==> config.mk <==
export PLATFORM = sky130hd
export DESIGN_NAME = dis_queue
export DESIGN_NICKNAME = d
export VERILOG_FILES = /design/src/rtl/dis_pkg.sv /design/src/rtl/dis_queue.sv
export SDC_FILE = /design/constraint.sdc
export NUM_CORES = 1
export LEC_CHECK = 0
export ABC_AREA = 1
export BUFFER_PORTS_ARGS = -buffer_cell sky130_fd_sc_hd__buf_2
export CAP_MARGIN = 20
export CORE_ASPECT_RATIO = 1.1
export CORE_MARGIN = 5
export CORE_UTILIZATION = 57
export CTS_CLUSTER_SIZE = 20
export DETAILED_ROUTE_END_ITERATION = 8
export PLACE_DENSITY = 0.85
export SLEW_MARGIN = 20
export SYNTH_ARGS = -nofsm -noshare
export SYNTH_HDL_FRONTEND = slang
export SYNTH_SLANG_ARGS = --single-unit
==> constraint.sdc <==
create_clock -name clock -period 10.2 [get_ports clock]
set_input_delay 1.02 -clock clock [delete_from_list [all_inputs] [get_ports clock]]
set_output_delay 1.02 -clock clock [all_outputs]
set_load 0.02 [all_outputs]
==> src/rtl/dis_pkg.sv <==
// Shared types, constants and the decay root table of the damped statistics block
package dis_pkg;

   localparam int LAMBDA_COUNT = 5;
   localparam int CSR_ADDR_W   = 5;

   typedef enum logic [2:0] {
      REG_LAMBDA0 = 3'd0,
      REG_LAMBDA1 = 3'd1,
      REG_LAMBDA2 = 3'd2,
      REG_LAMBDA3 = 3'd3,
      REG_LAMBDA4 = 3'd4,
      REG_MODE    = 3'd5
   } reg_idx_type;

   localparam logic [23:0] LAMBDA_RESET [LAMBDA_COUNT] = '{
      24'd327680, 24'd196608, 24'd65536, 24'd6554, 24'd655
   };

   // one queued item: the sample after interarrival substitution and the time step
   typedef struct packed {
      logic signed [31:0] sv;
      logic [47:0]        dt;
   } item_type;

   // request to the shared divider
   typedef struct packed {
      logic        start;
      logic [63:0] num;
      logic [47:0] den;
   } div_req_type;

   localparam logic [62:0] WIDE_CAP     = {63{1'b1}};
   localparam logic [47:0] WEIGHT_MAX   = {48{1'b1}};
   localparam logic [79:0] MEAN_POS_CAP = 80'h7FFF_FFFF_FFFF;
   localparam logic [79:0] MEAN_NEG_CAP = 80'h8000_0000_0000;

   // round(2^32 * 2^(-2^-(k+1))), k = 0..15
   function automatic logic [31:0] root_const(input logic [3:0] k);
      logic [31:0] c;
      unique case (k)
         4'd0:  c = 32'd3037000500;
         4'd1:  c = 32'd3611622603;
         4'd2:  c = 32'd3938502376;
         4'd3:  c = 32'd4112874773;
         4'd4:  c = 32'd4202935003;
         4'd5:  c = 32'd4248701965;
         4'd6:  c = 32'd4271771996;
         4'd7:  c = 32'd4283353945;
         4'd8:  c = 32'd4289156690;
         4'd9:  c = 32'd4292061010;
         4'd10: c = 32'd4293513907;
         4'd11: c = 32'd4294240540;
         4'd12: c = 32'd4294603903;
         4'd13: c = 32'd4294785595;
         4'd14: c = 32'd4294876445;
         default: c = 32'd4294921870;
      endcase
      return c;
   endfunction

endpackage

==> src/rtl/dis_queue.sv <==
// Two-entry queue between the front end and the statistics engine
module dis_queue
   import dis_pkg::*;
(
   input  logic     clock,
   input  logic     reset,
   input  logic     push_valid,
   output logic     push_ready,
   input  item_type push_item,
   output logic     pop_valid,
   input  logic     pop,
   output item_type pop_item
);

   item_type    mem_ff [2];
   logic        wr_ptr_ff, wr_ptr_in;
   logic        rd_ptr_ff, rd_ptr_in;
   logic [1:0]  count_ff, count_in;
   logic        do_push, do_pop;

   assign push_ready = (count_ff != 2'd2);
   assign pop_valid  = (count_ff != 2'd0);
   assign pop_item   = mem_ff[rd_ptr_ff];
   assign do_push    = push_valid && push_ready;
   assign do_pop     = pop && pop_valid;

   always_comb begin
      wr_ptr_in = do_push ? ~wr_ptr_ff : wr_ptr_ff;
      rd_ptr_in = do_pop ? ~rd_ptr_ff : rd_ptr_ff;
      count_in  = count_ff + 2'(do_push) - 2'(do_pop);
   end

   always_ff @(posedge clock) begin
      if (do_push) begin
         mem_ff[wr_ptr_ff] <= push_item;
      end
   end

   always_ff @(posedge clock) begin
      if (reset) begin
         wr_ptr_ff <= 1'b0;
         rd_ptr_ff <= 1'b0;
         count_ff  <= 2'd0;
      end else begin
         wr_ptr_ff <= wr_ptr_in;
         rd_ptr_ff <= rd_ptr_in;
         count_ff  <= count_in;
      end
   end

endmodule

==> flow_summary_export.csv <==
group,metric,value,unit
run_status,outcome,"completed",
clock_tree,clk_latency,400,ps
cells_and_area,finalNetCount,550,
yosys,yosys.area.top_type,"edfxtp_1",
yosys,synth.distinct_cells,11,
floorplan,die_height,121,µm
worst_setup_path,max_stage_delay,780,ps
cells_and_area,drive_above_1_share,58.3,%
floorplan,core,11000,µm²
grt,grt_max_degree,62,
placement,dp_hpwl,7640,µm
clock_tree,clkTransAtPathRegs,60,ps
cells_and_area,ff_latch_area,4910,µm²
sta,finalMaxSlewViolations,0,
yosys,yosysSeqAreaShare,76.4,%
route,highest_layer,"met5",
yosys,syn_avg_cell_area,22.5,µm²
clock_tree,cts_root_buffer,"clkbuf_16",
worst_setup_path,critPathKind,"flop to primary output",
route,drc_errors,0,
worst_setup_path,crit_chain,"buf_4, mux2_4, buf_2",
route,wl_met2,5780,µm
yosys,async_reset_ff_share,0,%
yosys,synth_area_leaders,"edfxtp_1, mux2_4, buf_12",
power_and_ir_drop,max-vdd-ir-drop,0.167,mV
route,wirelength,11100,µm
route,routed-via-count,3137,
clock_tree,cts.hold.buffers_added,0,
yosys,synth_ff_type,"edfxtp_1",
floorplan,start_util,58.6,%
cells_and_area,nFillCells,687,
worst_setup_path,cp-start-kind,"flop",
cells_and_area,stdcell_count,625,
job,maxCapViolations,0,
power_and_ir_drop,pwr_density_cell,263,nW/µm²
yosys,syn_area,6420,µm²
yosys,syn_inst,286,
route,drtPass1Iterations,5,
floorplan,rows,40,
yosys,synth.most_common_cell,"edfxtp_1",
sta,max_slew_margin,43.7,%
power_and_ir_drop,power_leakage,3.16,nW
placement,routabilityCongestion,0.727,
worst_setup_path,end_kind,"primary output",
sta,tightest_slew,844,ps
worst_setup_path,crit_required,9180,ps
sta,hold_viol_final,0,
yosys,synth_warnings,0,
clock_tree,cts_resized,0,
sta,layout_worst_path_cycle_share,34.5,%
placement,portBuffers,165,
yosys,synth-edff-count,160,
sta,max_freq,284,MHz
route,final_antenna_net_count,0,
worst_setup_path,reg2reg_setup_slack,7830,ps
sta,rsz0062_at_grt,"false",
worst_hold_path,hold_class,"flop to flop",
yosys,synth.net_count,372,
grt,grt_pass1_vias,3372,
yosys,synthTopCellsByCount,"edfxtp_1, mux2_4, nor2_1",
cells_and_area,multiInputGateArea,1320,µm²
cells_and_area,syn2layout_area_growth,22.8,%
grt,track_usage,16.7,%
worst_setup_path,cp_slowest_cell,"buf_4",
floorplan,die_w,111,µm
yosys,ys_ff_latch,165,
floorplan,die_area,13500,µm²
clock_tree,cts_buffers,17,
grt,antenna_found_initial,2,
placement,place_inst,592,
yosys,netlist.area_leader.share,74.8,%
grt,gr-total-overflow,0,
clock_tree,post_cts_buffers,0,
sta,finalClockSkew,6.23,ps
route,wl_per_cell,17.8,µm
route,drt_iter0_drc,155,
clock_tree,tritoncts,"done",
floorplan,ios,166,
sta,min_period,3520,ps
worst_setup_path,crit_fanout,47,
clock_tree,clock_sinks,165,
clock_tree,cts_max_path_buffers,2,
route,viasPerCell,5.02,
clock_tree,htree_levels,4,
grt,grt_pass1_wl,17000,µm
worst_setup_path,cp_data_arrival_time,2500,ps
route,dr_wl_met3,723,µm
route,drt-met1-wl,4260,µm
sta,setup-tns-final,0,ps
sta,setup_viol,0,
layer usage:
layer,GRT usage (%),vias to the layer above
li1,-,1468
met1,18.4,1513
met2,28.8,126
met3,4.99,28
met4,9.51,2
met5,0,-
flip-flops by register name, summed over array words and instances (netlist names), named ones only:
signal and cells:
wr_ptr_ff 1, count_ff 2, mem_ff 160, rd_ptr_ff 1
placed cells by master, fill, tap and decap left out:
cell type | synthesis | routed
clkbuf_16 | 0 | 17
clkinvlp_4 | 0 | 2
inv_6 | 0 | 1
nor2_4 | 0 | 1
ha_1 | 2 | 2
nor2_1 | 9 | 8
buf_4 | 0 | 3
clkinv_1 | 0 | 4
mux2_4 | 80 | 80
clkbuf_1 | 0 | 1
nand3_1 | 3 | 3
bufinv_16 | 0 | 3
dfxtp_1 | 5 | 4
nand2_1 | 8 | 8
edfxtp_1 | 160 | 160
buf_2 | 0 | 165
clkinv_4 | 0 | 3
clkinv_2 | 0 | 2
diode_2 | 0 | 1
a21oi_1 | 2 | 2
inv_1 | 8 | 7
dfxtp_4 | 0 | 1
per-stage QoR:
stage	power, mW	setup WS [ps]	cell area (µm²)	hold WS (ps)	utilization, %
after floorplan	1.35	5250	6420	467	-
after global placement	1.45	7090	7290	488	66.6
after detailed placement	1.47	7060	7290	489	66.6
after CTS	2.10	6620	7880	517	71.9
after global routing	2.16	6550	7890	563	72.0
final	2.07	6680	7890	513	72.0
cell families after synthesis:
family / share of synthesized area (%)
multiplexers: 18.7
buffers and inverters: 3.14
flip-flops: 76.4
AND/OR/NAND/NOR: 1.23
adder cells (fa/ha/maj): 0.390
AO/OA/AOI/OAI: 0.156
power by group:
group / internal, mW / total [mW] / switching [mW]
logic: 0.243 / 0.541 / 0.298
registers: 0.860 / 0.908 / 0.0479
clock network: 0.383 / 0.623 / 0.240
cell type report:
type | instances | area share, %
timing repair buffer | 168 | 10.8
sequential | 165 | 62.2
antenna | 1 | 0.0317
clock buffer | 18 | 5.44
multi-input combinational | 104 | 16.8
clock inverter | 14 | 2.03
inverter | 8 | 0.397
tap | 147 | 2.33
worst paths after layout:
path,startpoint,endpoint,depth (start not counted)
setup reg to reg,count_ff[0],mem_ff[0][53],5
hold / removal,rd_ptr_ff,flop,2
setup / recovery,flop,pop_item[3],3
hold reg to reg,rd_ptr_ff,flop,2
worst max-delay path: cells and delay by family (launching register included):
kind | cells | cell delay (ps)
muxes | 1 | 360
DFF | 1 | 760
buffers and inverters | 2 | 940
Note: power is estimated with default switching activity, not from simulation.
