--- src/rtl/dis_pkg.sv ---
// Shared types, constants and the decay root table of the damped statistics block
package dis_pkg;

   localparam int LAMBDA_COUNT = 5;
   localparam int CSR_ADDR_W   = 5;

   typedef enum logic [2:0] {
      REG_LAMBDA0 = 3'd0,
      REG_LAMBDA1 = 3'd1,
      REG_LAMBDA2 = 3'd2,
      REG_LAMBDA3 = 3'd3,
      REG_LAMBDA4 = 3'd4,
      REG_MODE    = 3'd5
   } reg_idx_type;

   localparam logic [23:0] LAMBDA_RESET [LAMBDA_COUNT] = '{
      24'd327680, 24'd196608, 24'd65536, 24'd6554, 24'd655
   };

   // one queued item: the sample after interarrival substitution and the time step
   typedef struct packed {
      logic signed [31:0] sv;
      logic [47:0]        dt;
   } item_type;

   // request to the shared divider
   typedef struct packed {
      logic        start;
      logic [63:0] num;
      logic [47:0] den;
   } div_req_type;

   localparam logic [62:0] WIDE_CAP     = {63{1'b1}};
   localparam logic [47:0] WEIGHT_MAX   = {48{1'b1}};
   localparam logic [79:0] MEAN_POS_CAP = 80'h7FFF_FFFF_FFFF;
   localparam logic [79:0] MEAN_NEG_CAP = 80'h8000_0000_0000;

   // round(2^32 * 2^(-2^-(k+1))), k = 0..15
   function automatic logic [31:0] root_const(input logic [3:0] k);
      logic [31:0] c;
      unique case (k)
         4'd0:  c = 32'd3037000500;
         4'd1:  c = 32'd3611622603;
         4'd2:  c = 32'd3938502376;
         4'd3:  c = 32'd4112874773;
         4'd4:  c = 32'd4202935003;
         4'd5:  c = 32'd4248701965;
         4'd6:  c = 32'd4271771996;
         4'd7:  c = 32'd4283353945;
         4'd8:  c = 32'd4289156690;
         4'd9:  c = 32'd4292061010;
         4'd10: c = 32'd4293513907;
         4'd11: c = 32'd4294240540;
         4'd12: c = 32'd4294603903;
         4'd13: c = 32'd4294785595;
         4'd14: c = 32'd4294876445;
         default: c = 32'd4294921870;
      endcase
      return c;
   endfunction

endpackage

--- src/rtl/dis_front.sv ---
// Front end: accepts samples, tracks the reference time and forms the time step
module dis_front
   import dis_pkg::*;
(
   input  logic               clock,
   input  logic               reset,
   input  logic               req_valid,
   output logic               req_ready,
   input  logic signed [31:0] sample_value,
   input  logic [47:0]        sample_time,
   input  logic               interarrival_mode,
   output logic               push_valid,
   input  logic               push_ready,
   output item_type           push_item
);

   logic [47:0] prev_time_ff, prev_time_in;
   logic        started_ff, started_in;
   logic [47:0] ref_time;
   logic [47:0] dt;
   logic        transfer;

   assign ref_time   = started_ff ? prev_time_ff : sample_time;
   assign dt         = (sample_time > ref_time) ? sample_time - ref_time : 48'd0;
   assign req_ready  = push_ready;
   assign push_valid = req_valid;
   assign transfer   = req_valid && push_ready;

   always_comb begin
      push_item.dt = dt;
      if (interarrival_mode) begin
         push_item.sv = (dt[47:31] != 17'd0) ? 32'sh7FFF_FFFF : $signed({1'b0, dt[30:0]});
      end else begin
         push_item.sv = sample_value;
      end
   end

   always_comb begin
      prev_time_in = prev_time_ff;
      started_in   = started_ff;
      if (transfer) begin
         started_in = 1'b1;
         // take the first sample's time, then keep the reference time unless time moved forward
         if (!started_ff || dt != 48'd0) begin
            prev_time_in = sample_time;
         end
      end
   end

   always_ff @(posedge clock) begin
      if (reset) begin
         prev_time_ff <= 48'd0;
         started_ff   <= 1'b0;
      end else begin
         prev_time_ff <= prev_time_in;
         started_ff   <= started_in;
      end
   end

endmodule

--- config.mk ---
export PLATFORM = sky130hd
export DESIGN_NAME = dis_front
export DESIGN_NICKNAME = d
export VERILOG_FILES = /design/src/rtl/dis_pkg.sv /design/src/rtl/dis_front.sv
export SDC_FILE = /design/constraint.sdc
export NUM_CORES = 1
export LEC_CHECK = 0
export BUFFER_PORTS_ARGS = -buffer_cell sky130_fd_sc_hd__buf_2
export CAP_MARGIN = 20
export CORE_ASPECT_RATIO = 0.6
export CORE_MARGIN = 5
export CORE_UTILIZATION = 29
export CTS_BUF_LIST = sky130_fd_sc_hd__clkbuf_8 sky130_fd_sc_hd__clkbuf_16
export DETAILED_ROUTE_END_ITERATION = 12
export PLACE_DENSITY = 0.58
export SETUP_SLACK_MARGIN = 0.5
export SLEW_MARGIN = 10
export SYNTH_ARGS = -nofsm -noshare
export SYNTH_HDL_FRONTEND = slang
export SYNTH_SLANG_ARGS = --single-unit
--- constraint.sdc ---
create_clock -name clock -period 10.75 [get_ports clock]
set_input_delay 3.225 -clock clock [delete_from_list [all_inputs] [get_ports clock]]
set_output_delay 3.225 -clock clock [all_outputs]
set_load 0.01 [all_outputs]
==> results of run 1 <==
-- stage by stage --
step | worst slack, ps | std cells | total power (uW) | hold WS (ps) | utilization
6_report | 659 | 1300 | 1010 | 481 | 0.373
5_1_grt | 474 | 1300 | 1070 | 498 | 0.373
4_1_cts | 514 | 1291 | 962 | 484 | 0.356
3_5_place_dp | 475 | 1283 | 783 | 464 | 0.348
3_3_place_gp | 477 | 1283 | 786 | 461 | 0.348
2_1_floorplan | 1130 | 879 | 563 | 449 | -
-- worst min path at each step --
stage | start | endpoint | slack (ps) | cells after the start
6_report | prev_time_ff[15] | prev_time_ff[15] | 480 | 1
5_1_grt | prev_time_ff[22] | prev_time_ff[22] | 500 | 1
3_3_place_gp | prev_time_ff[15] | prev_time_ff[15] | 460 | 1
2_1_floorplan | prev_time_ff[10] | prev_time_ff[10] | 450 | 1
3_5_place_dp | prev_time_ff[47] | prev_time_ff[47] | 460 | 1
4_1_cts | prev_time_ff[32] | prev_time_ff[32] | 480 | 1
-- worst max-delay path: cells and delay by family --
kind	cells	cell delay [ps]
multiplexers	1	130
AND/OR/NAND/NOR	3	1020
AO/OA/AOI/OAI	7	1590
buffers and inverters	3	540
adder cells (fa/ha/maj)	1	360
-- final cells by class --
class,count,share of cell area
clock buffers,7,0.0193
clock inverters,1,0.000634
inverters,39,0.0185
multi-input cells,734,0.657
flip-flops and latches,49,0.124
well taps,279,0.0442
repair buffers,191,0.135
-- logic make-up after synthesis --
family | synth area share
AO/OA/AOI/OAI | 0.331
AND/OR/NAND/NOR | 0.221
buffers and inverters | 0.0653
multiplexers | 0.0829
adder cells (fa/ha/maj) | 0.100
flip-flops | 0.156
XOR/XNOR | 0.0444
-- where the power goes --
| part | total (uW) | switching (uW) | internal, uW |
|---|---|---|---|
| clock | 177 | 77.8 | 98.9 |
| combinational | 634 | 401 | 233 |
| sequential | 199 | 7.85 | 191 |
-- cells in the final DEF (no fill, tap or decap), types with 18 or more instances in the layout --
cell | netlist | final
buf_4 | 3 | 20
nand4_1 | 28 | 28
a21o_1 | 19 | 19
o21ai_0 | 43 | 38
a21oi_1 | 70 | 52
a21oi_2 | 1 | 18
a22o_1 | 48 | 48
a31oi_1 | 33 | 32
nand2_1 | 86 | 86
xnor2_1 | 20 | 19
ha_1 | 49 | 37
mux2i_1 | 50 | 50
dfxtp_1 | 49 | 48
nor2_1 | 99 | 98
buf_2 | 8 | 166
inv_1 | 39 | 39
-- flip-flops by register name (all words and copies together) (netlist names) --
| register | cells |
|---|---|
| prev_time_ff | 48 |
| started_ff | 1 |
-- what timing repair did --
item | in CTS | in global routing
cloned | 0 | 2
resized for setup | 1 | 63
pin swaps | 0 | 17
setup endpoints to repair | 26 | 31
buffers inserted | 0 | 6
-- metal layers --
metal / vias up / track usage / share of wire / wire length (um)
met3: 18 / 0.0726 / 0.11 / 2950
li1: 3583 / - / - / -
met4: 2 / 0.0202 / 0.0075 / 205
met1: 3559 / 0.328 / 0.52 / 14200
met2: 362 / 0.270 / 0.37 / 10000
met5: - / 0 / 0.00044 / 12
==> flow_metrics.env, run 1 <==
export IMPL_status="completed"
export IMPL_path_class="input pin to primary output"
export IMPL_hold_violations=0
export IMPL_antenna_found_initial=1
export IMPL_dpl_hpwl_um=22500
export IMPL_synth_seq_cells=49
export IMPL_cts_made_buffers=5
export IMPL_cts_root_buf="clkbuf_16"
export IMPL_num_antenna_cells=0
export IMPL_core_mm2=0.0212
export IMPL_peakVddDrop_mv=0.0679
export IMPL_drtIter0Drc=716
export IMPL_hold_path_class="flop to flop"
export IMPL_regArea_um2=982
export IMPL_pin_count=167
export IMPL_crit_chain="buf_2, mux2i_1, ha_2, a21oi_2, o21ai_1, a21oi_1, o311ai_2, or4b_1, a32oi_1, and4_1, nand4_1, o21ai_4, clkbuf_16, a31oi_1, buf_2"
export IMPL_drc=0
export IMPL_clock_path_buffers=2
export IMPL_maxSlewViolCount=0
export IMPL_synth_area_leaders="dfxtp_1 16%, ha_1 9.7%, mux2i_1 7.9%"
export IMPL_clk_pin_slew_worst_paths_ps=70
export IMPL_ys_warn_count=0
export IMPL_avgRoutedWirePerCell_um=21.1
export IMPL_p_leak_uw=0.00352
export IMPL_overflow=0
export IMPL_setup_tns_ps=0
export IMPL_first_pass_iters=5
export IMPL_startpoint="sample_time[33]"
export IMPL_rr_endpoint="prev_time_ff[2]"
export IMPL_cp_end_kind="primary output"
export IMPL_drt_vias_per_instance=5.79
export IMPL_cts_hold_buf=0
export IMPL_synth_largest_area_cell="dfxtp_1"
export IMPL_die_w_um=200
export IMPL_synth_most_common_cell="nor2_1"
export IMPL_area_growth_pct=25.2
export IMPL_fin_area_mm2=0.00789
export IMPL_critPathMaxFanout=8
export IMPL_synth_distinct_cells=66
export IMPL_ys_async_sr_fraction=0
export IMPL_clk_latency_ps=320
export IMPL_slew_headroom=0.368
export IMPL_synth_edf_count=0
export IMPL_multi_input_area_mm2=0.00519
export IMPL_worstSetupEndpoint="push_item[72]"
export IMPL_final_period_utilization=0.939
export IMPL_max_stage_delay_ps=560
export IMPL_required_ps=7530
export IMPL_cts_tree="built"
export IMPL_synth_flop_cell="dfxtp_1"
export IMPL_grt_pass1_vias=6864
export IMPL_num_vias=7524
export IMPL_grtUsageTotal=0.207
export IMPL_grt_pass1_wl_um=41500
export IMPL_dpl_cell_area_mm2=0.00737
export IMPL_rrSetupSlack_ps=4800
export IMPL_finalCriticalPeriod_ps=10090
export IMPL_num_rows=41
export IMPL_setup_viol=0
export IMPL_die_area_mm2=0.0249
export IMPL_fp_dieH_um=124
export IMPL_nets=1155
export IMPL_htreeDepth=2
export IMPL_drive_above_1_share=0.265
export IMPL_synth_area_mm2=0.00631
export IMPL_arrival_ps=6870
export IMPL_rr_worst_depth=15
export IMPL_synth_area_per_cell_um2=7.17
export IMPL_fillers=2257
export IMPL_slowest_stage="or4b_1"
export IMPL_tightest_slew_ps=948
export IMPL_skew_ps=11.0
export IMPL_synthesis_nets=1014
export IMPL_yosysSeqAreaShare=0.156
export IMPL_synthCells=879
export IMPL_cpMostUsedCell="buf_2"
export IMPL_crit_path_start_kind="input pin"
export IMPL_grt_start_max_net_pins=64
export IMPL_wl_um=27400
export IMPL_cts_num_sinks=49
export IMPL_rsz0062_at_grt="false"
export IMPL_synth_top_cell_area_share=0.156
export IMPL_timing_rr_start="started_ff"
export IMPL_drv_cap=0
export IMPL_synth_commonest_cells="99 x nor2_1, 86 x nand2_1, 70 x a21oi_1, 50 x mux2i_1"
export IMPL_gp_congestion=0.990
export IMPL_fmax_ghz=0.0991
export IMPL_io_buffers=166
export IMPL_postRouteAntennaNets=0
export IMPL_start_util=0.298
export IMPL_power_density_mw_per_mm2=128
Power figures use the tool's default switching activity.
==> run 2, diff against run 1 <==
==> constraint.sdc (replaced) <==
create_clock -name clock -period 10.75 [get_ports clock]
set_input_delay 0.5375 -clock clock [delete_from_list [all_inputs] [get_ports clock]]
set_output_delay 0.5375 -clock clock [all_outputs]
set_load 0.01 [all_outputs]
==> run 2 against run 1 <==
Wire length is 4.7% lower. Clock skew hardly changed. Register-to-register slack better by 390 ps. Critical endpoint is now push_item[50].
==> flow_metrics.env, run 2 (synthesis results as in run 1) <==
export IMPL_power_frac_seq=0.208
export IMPL_start_util=0.298
export IMPL_grtUsageTotal=0.202
export IMPL_antenna_found_initial=0
export IMPL_io_buffers=166
export IMPL_cts_num_sinks=49
export IMPL_top_register="prev_time_ff"
export IMPL_switchingPower_uw=461
export IMPL_p_leak_uw=0.00340
export IMPL_largest_register_ffs=48
export IMPL_setup_tns_ps=0
export IMPL_layout_commonest_cell="buf_2"
export IMPL_wl_met1_um=13800
export IMPL_drive_above_1_share=0.199
export IMPL_num_rows=41
export IMPL_die_area_mm2=0.0249
export IMPL_cts_resized=0
export IMPL_fillers=2347
export IMPL_drv_cap=0
export IMPL_peakVddDrop_mv=0.0578
export IMPL_cts_tree="built"
export IMPL_slew_headroom=0.361
export IMPL_highest_layer="met4"
export IMPL_clock_path_buffers=2
export IMPL_finalCriticalPeriod_ps=6260
export IMPL_num_vias=7305
export IMPL_die_w_um=200
export IMPL_postCtsSetupRepairBufs=0
export IMPL_postRouteAntennaNets=0
export IMPL_crit_path_start_kind="flop"
export IMPL_core_mm2=0.0212
export IMPL_postLayoutCoreUtil=0.352
export IMPL_avgRoutedWirePerCell_um=20.4
export IMPL_fmax_ghz=0.160
export IMPL_switching_share=0.489
export IMPL_maxSlewViolCount=0
export IMPL_num_antenna_cells=0
export IMPL_nets=1137
export IMPL_wl_met3_um=2740
export IMPL_max_stage_delay_ps=660
export IMPL_power_density_mw_per_mm2=127
export IMPL_slowest_stage="nor3_1"
export IMPL_grt_start_max_net_pins=64
export IMPL_cp_end_kind="primary output"
export IMPL_clk_pin_slew_worst_paths_ps=80
export IMPL_dpl_hpwl_um=21700
export IMPL_path_class="flop to primary output"
export IMPL_overflow=0
export IMPL_rsz0062_at_grt="false"
export IMPL_pwr_share_clk=0.174
export IMPL_hold_path_class="input pin to flop"
export IMPL_area_growth_pct=18.2
export IMPL_grt_pass1_vias=6755
export IMPL_arrival_ps=5720
export IMPL_drt_vias_per_instance=5.70
export IMPL_clk_latency_ps=310
export IMPL_comb_power_share=0.618
export IMPL_crit_chain="buf_4, mux2i_1, ha_1, a21oi_1, nand2_1, o21ai_1, a211oi_1, nor3_1, o41ai_1, xnor2_1, nand4_1, o21ai_2, buf_4, a31oi_1, buf_2"
export IMPL_cpMostUsedCell="buf_4"
export IMPL_gp_congestion=0.970
export IMPL_cts_root_buf="clkbuf_16"
export IMPL_crit_buf_inv=3
export IMPL_skew_ps=10.8
export IMPL_regArea_um2=982
export IMPL_hold_violations=0
export IMPL_htreeDepth=2
export IMPL_required_ps=10210
export IMPL_wl_um=26100
export IMPL_critPathMaxFanout=53
export IMPL_final_period_utilization=0.582
export IMPL_final_cell_mix="166 x buf_2, 99 x nor2_1, 86 x nand2_1"
export IMPL_setup_viol=0
export IMPL_reg_largest_list="prev_time_ff (48), started_ff (1)"
export IMPL_drc=0
export IMPL_tightest_slew_ps=958
export IMPL_fp_dieH_um=124
export IMPL_first_pass_iters=5
export IMPL_cts_made_buffers=5
export IMPL_grt_pass1_wl_um=40800
export IMPL_setup_ws_ps=4490
export IMPL_crit_family="compound AO/OA/AOI/OAI gates"
export IMPL_cts_hold_buf=0
export IMPL_pin_count=167
export IMPL_p_int_uw=482
export IMPL_pre_cts_ws_ps=5060
export IMPL_dr_wl_met2_um=9390
export IMPL_status="completed"
export IMPL_multi_input_area_mm2=0.00493
export IMPL_drtIter0Drc=649
## run 2: area by class of cell
type                       count  share of cell area
clock buffer                   5              0.0168
multi-input combinational    734               0.662
inverter                      39              0.0196
clock inverter                 3             0.00202
sequential                    49               0.132
tap                          279              0.0469
timing repair buffer         173               0.121
## run 2: per-stage QoR
step | instance area, um2 | cells | power, uW | hold slack, ps
2_1_floorplan | 6310 | 879 | 563 | 449
3_3_place_gp | 7280 | 1273 | 771 | 463
3_5_place_dp | 7280 | 1273 | 768 | 464
4_1_cts | 7420 | 1281 | 938 | 471
5_1_grt | 7450 | 1282 | 1010 | 479
6_report | 7450 | 1282 | 943 | 469
## run 2: power groups by stage
stage / Combinational [uW] / Clock [uW] / Sequential (uW)
finish: 583 / 164 / 196
global route: 634 / 175 / 197
CTS: 571 / 170 / 196
detailed placement: 568 / 0 / 200
global placement: 570 / 0 / 200
floorplan: 364 / 0 / 199
## run 2: final timing paths
path	start	endpoint	slack (ps)	cells after the start
max reg2reg	started_ff	prev_time_ff[22]	5190	14
min	sample_time[41]	prev_time_ff[41]	470	2
max	started_ff	push_item[50]	4490	15
min reg2reg	prev_time_ff[31]	prev_time_ff[31]	480	1
## run 2: layer usage
| metal | vias up | track usage |
|---|---|---|
| met5 | - | 0 |
| met2 | 337 | 0.265 |
| met4 | 0 | 0.0210 |
| met1 | 3409 | 0.323 |
| li1 | 3538 | - |
| met3 | 21 | 0.0604 |
==> run 3, diff against run 2 <==
--- a/config.mk
+++ b/config.mk
@@ -5,6 +5,7 @@
 export SDC_FILE = /design/constraint.sdc
 export NUM_CORES = 1
 export LEC_CHECK = 0
+export ABC_AREA = 1
 export BUFFER_PORTS_ARGS = -buffer_cell sky130_fd_sc_hd__buf_2
 export CAP_MARGIN = 20
 export CORE_ASPECT_RATIO = 0.6
@@ -12,7 +13,7 @@
 export CORE_UTILIZATION = 29
 export CTS_BUF_LIST = sky130_fd_sc_hd__clkbuf_8 sky130_fd_sc_hd__clkbuf_16
 export DETAILED_ROUTE_END_ITERATION = 12
-export PLACE_DENSITY = 0.58
+export PLACE_DENSITY = 0.57
 export SETUP_SLACK_MARGIN = 0.5
 export SLEW_MARGIN = 10
 export SYNTH_ARGS = -nofsm -noshare
==> constraint.sdc (replaced) <==
create_clock -name clock -period 6.3 [get_ports clock]
set_input_delay 0.315 -clock clock [delete_from_list [all_inputs] [get_ports clock]]
set_output_delay 0.315 -clock clock [all_outputs]
set_load 0.01 [all_outputs]
==> run 3 against run 2 <==
Global-route usage fell by 1.2 points. Synthesized cell count rose by 74%. Critical path type unchanged. Largest cell class unchanged. Highest routed layer unchanged. Combinational power rose by 99%. First-iteration DRC count rose by 34%. Flip-flop and latch count did not move.
==> flow_metrics.env, run 3 <==
export IMPL_status="completed"
export IMPL_crit_chain="inv_2, buf_4, nand2_1, o21ai_0, ha_1, nand2_1, inv_1, nand2_1, nor2_1, nor2_4, nand2_1, nand2_1, nand3_2, nand2_4, inv_4, nand3_1, nand2_1, nor2_2, nor3b_4, nand2_4, o21bai_1, inv_1, buf_2"
export IMPL_grt_pass1_wl_um=47400
export IMPL_finalCriticalPeriod_ps=5180
export IMPL_io_buffers=166
export IMPL_peakVddDrop_mv=0.111
export IMPL_area_growth_pct=15.6
export IMPL_power_density_mw_per_mm2=196
export IMPL_cts_root_buf="clkbuf_16"
export IMPL_placed_cells=2018
export IMPL_die_w_um=226
export IMPL_drtIter0Drc=871
export IMPL_num_antenna_cells=0
export IMPL_regArea_um2=981
export IMPL_crit_family="simple AND/OR/NAND/NOR gates"
export IMPL_synthCells=1531
export IMPL_crit_path_start_kind="flop"
export IMPL_cpMostUsedCell="nand2_1"
export IMPL_crit_buf_inv=6
export IMPL_grt_pass1_vias=8242
export IMPL_switching_share=0.507
export IMPL_rsz0062_at_grt="false"
export IMPL_path_class="flop to primary output"
export IMPL_synth_top_cell_area_share=0.229
export IMPL_clock_path_buffers=2
export IMPL_arrival_ps=4870
export IMPL_slowest_stage="inv_2"
export IMPL_synth_area_per_cell_um2=5.30
export IMPL_multi_input_area_mm2=0.00568
export IMPL_final_cell_mix="494 x nand2_1, 285 x inv_1, 179 x nor2_1"
export IMPL_top_register="prev_time_ff"
export IMPL_clk_latency_ps=300
export IMPL_start_util=0.294
export IMPL_fillers=3125
export IMPL_dpl_hpwl_um=26900
export IMPL_die_area_mm2=0.0315
export IMPL_hold_violations=0
export IMPL_p_int_uw=904
export IMPL_overflow=0
export IMPL_num_rows=47
export IMPL_required_ps=5980
export IMPL_synth_flop_cell="dfxtp_1"
export IMPL_core_mm2=0.0276
export IMPL_setup_tns_ps=0
export IMPL_cp_end_kind="primary output"
export IMPL_rrSetupSlack_ps=1220
export IMPL_antenna_found_initial=1
export IMPL_nets=1794
export IMPL_fmax_ghz=0.193
export IMPL_postCtsSetupRepairBufs=0
export IMPL_synth_area_leaders="nand2_1 23%, inv_1 13%, dfxtp_1 12%"
export IMPL_synth_largest_area_cell="nand2_1"
export IMPL_tightest_slew_ps=927
export IMPL_p_leak_uw=0.00559
export IMPL_grtUsageTotal=0.190
export IMPL_cts_made_buffers=5
export IMPL_skew_ps=3.86
export IMPL_hp_start="reset"
export IMPL_cts_hold_buf=0
export IMPL_postLayoutCoreUtil=0.340
export IMPL_postRouteAntennaNets=0
export IMPL_cts_num_sinks=49
export IMPL_fin_cells=2027
export IMPL_power_frac_seq=0.187
export IMPL_cts_resized=0
export IMPL_setup_viol=0
export IMPL_avgRoutedWirePerCell_um=15.5
export IMPL_holdPathEnd="started_ff"
export IMPL_whs_path_depth=2
export IMPL_synth_most_common_cell="nand2_1"
export IMPL_htreeDepth=2
export IMPL_pre_cts_ws_ps=1300
export IMPL_hold_path_class="input pin to flop"
export IMPL_slew_headroom=0.382
export IMPL_pwr_share_clk=0.179
export IMPL_synth_area_mm2=0.00811
export IMPL_clk_pin_slew_worst_paths_ps=70
export IMPL_drive_above_1_share=0.180
export IMPL_synthesis_nets=1666
export IMPL_final_period_utilization=0.823
export IMPL_gp_congestion=0.971
export IMPL_first_pass_iters=5
export IMPL_fp_dieH_um=140
export IMPL_num_vias=9497
export IMPL_timing_rr_start="started_ff"
export IMPL_synth_distinct_cells=42
export IMPL_switchingPower_uw=931
export IMPL_drv_cap=0
export IMPL_synth_edf_count=0
export IMPL_largest_register_ffs=48
export IMPL_pin_count=167
export IMPL_yosysSeqAreaShare=0.121
export IMPL_layout_commonest_cell="nand2_1"
export IMPL_ys_async_sr_fraction=0
export IMPL_grt_start_max_net_pins=97
export IMPL_drt_vias_per_instance=4.69
export IMPL_ys_warn_count=0
export IMPL_rr_endpoint="prev_time_ff[24]"
export IMPL_setup_ws_ps=1120
export IMPL_synth_commonest_cells="494 x nand2_1, 287 x inv_1, 179 x nor2_1, 114 x nand3_1, 76 x o21ai_0"
export IMPL_max_stage_delay_ps=450
export IMPL_cts_tree="built"
export IMPL_drc=0
export IMPL_synth_seq_cells=49
export IMPL_critPathMaxFanout=46
export IMPL_reg_largest_list="prev_time_ff (48), started_ff (1)"
export IMPL_wl_um=31300
export IMPL_comb_power_share=0.634
export IMPL_maxSlewViolCount=0
export IMPL_rr_worst_depth=24
run 3: worst register-to-register path, cell delays in order (launching register included):
cell,delay (ps)
dfxtp_1,340
inv_2,450
buf_4,310
o21ai_0,100
ha_1,520
nand2_1,180
nor2_2,210
inv_2,70
nor2_2,90
nand2_1,90
nor2_1,110
nand2_1,70
nand3_2,110
nand2_4,160
inv_4,390
nand3_1,240
nand2_1,250
nor2_1,80
nand2_1,70
nor2_1,60
nand2_4,390
buf_4,430
nand3_1,130
nand2_1,90
nor2_1,50
run 3: layout make-up:
class / count / share of cell area
Multi-Input combinational cell: 1121 / 0.606
Clock buffer: 6 / 0.0148
Tap cell: 367 / 0.0490
Inverter: 308 / 0.124
Sequential cell: 49 / 0.105
Timing Repair Buffer: 174 / 0.0977
Clock inverter: 2 / 0.00400
run 3: worst max path at each step:
| stage | start | end | slack [ps] | depth (start not counted) |
|---|---|---|---|---|
| after floorplan | started_ff | push_item[55] | 2650 | 26 |
| after global placement | started_ff | prev_time_ff[29] | 1400 | 24 |
| after detailed placement | started_ff | prev_time_ff[34] | 1300 | 24 |
| after CTS | started_ff | push_item[48] | 1170 | 22 |
| after global routing | started_ff | push_item[48] | 700 | 23 |
| final | started_ff | push_item[49] | 1120 | 23 |
run 3: cell families (layout without fill, tap and decap cells):
group | count (synthesis) | after routing | share of synthesized area
simple gates | 838 | 838 | 0.429
buf+inv | 361 | 490 | 0.178
compound gates | 215 | 215 | 0.175
fa+ha+maj | 50 | 50 | 0.0781
flops | 49 | 49 | 0.121
xor+xnor | 18 | 18 | 0.0194
run 3: per-stage QoR:
stage / hold WS [ps] / area (um2) / total power, uW
after global placement: 460 / 9180 / 1480
after CTS: 286 / 9360 / 1830
after floorplan: 384 / 8110 / 1110
after detailed placement: 470 / 9180 / 1490
after global routing: 301 / 9380 / 1980
final: 281 / 9380 / 1840
run 3: layer usage:
metal,up-vias,share of wire,track usage
met1,4176,0.56,0.340
met4,0,0.0045,0.0175
met3,13,0.10,0.0307
li1,4923,-,-
met2,385,0.33,0.228
met5,-,0,0
run 3: power groups by stage:
| stage | logic [uW] | registers [uW] | clock network [uW] |
|---|---|---|---|
| final | 1160 | 343 | 328 |
| after floorplan | 760 | 347 | 0 |
| after global routing | 1280 | 345 | 351 |
| after global placement | 1130 | 349 | 0 |
| after detailed placement | 1140 | 350 | 0 |
| after CTS | 1140 | 343 | 339 |
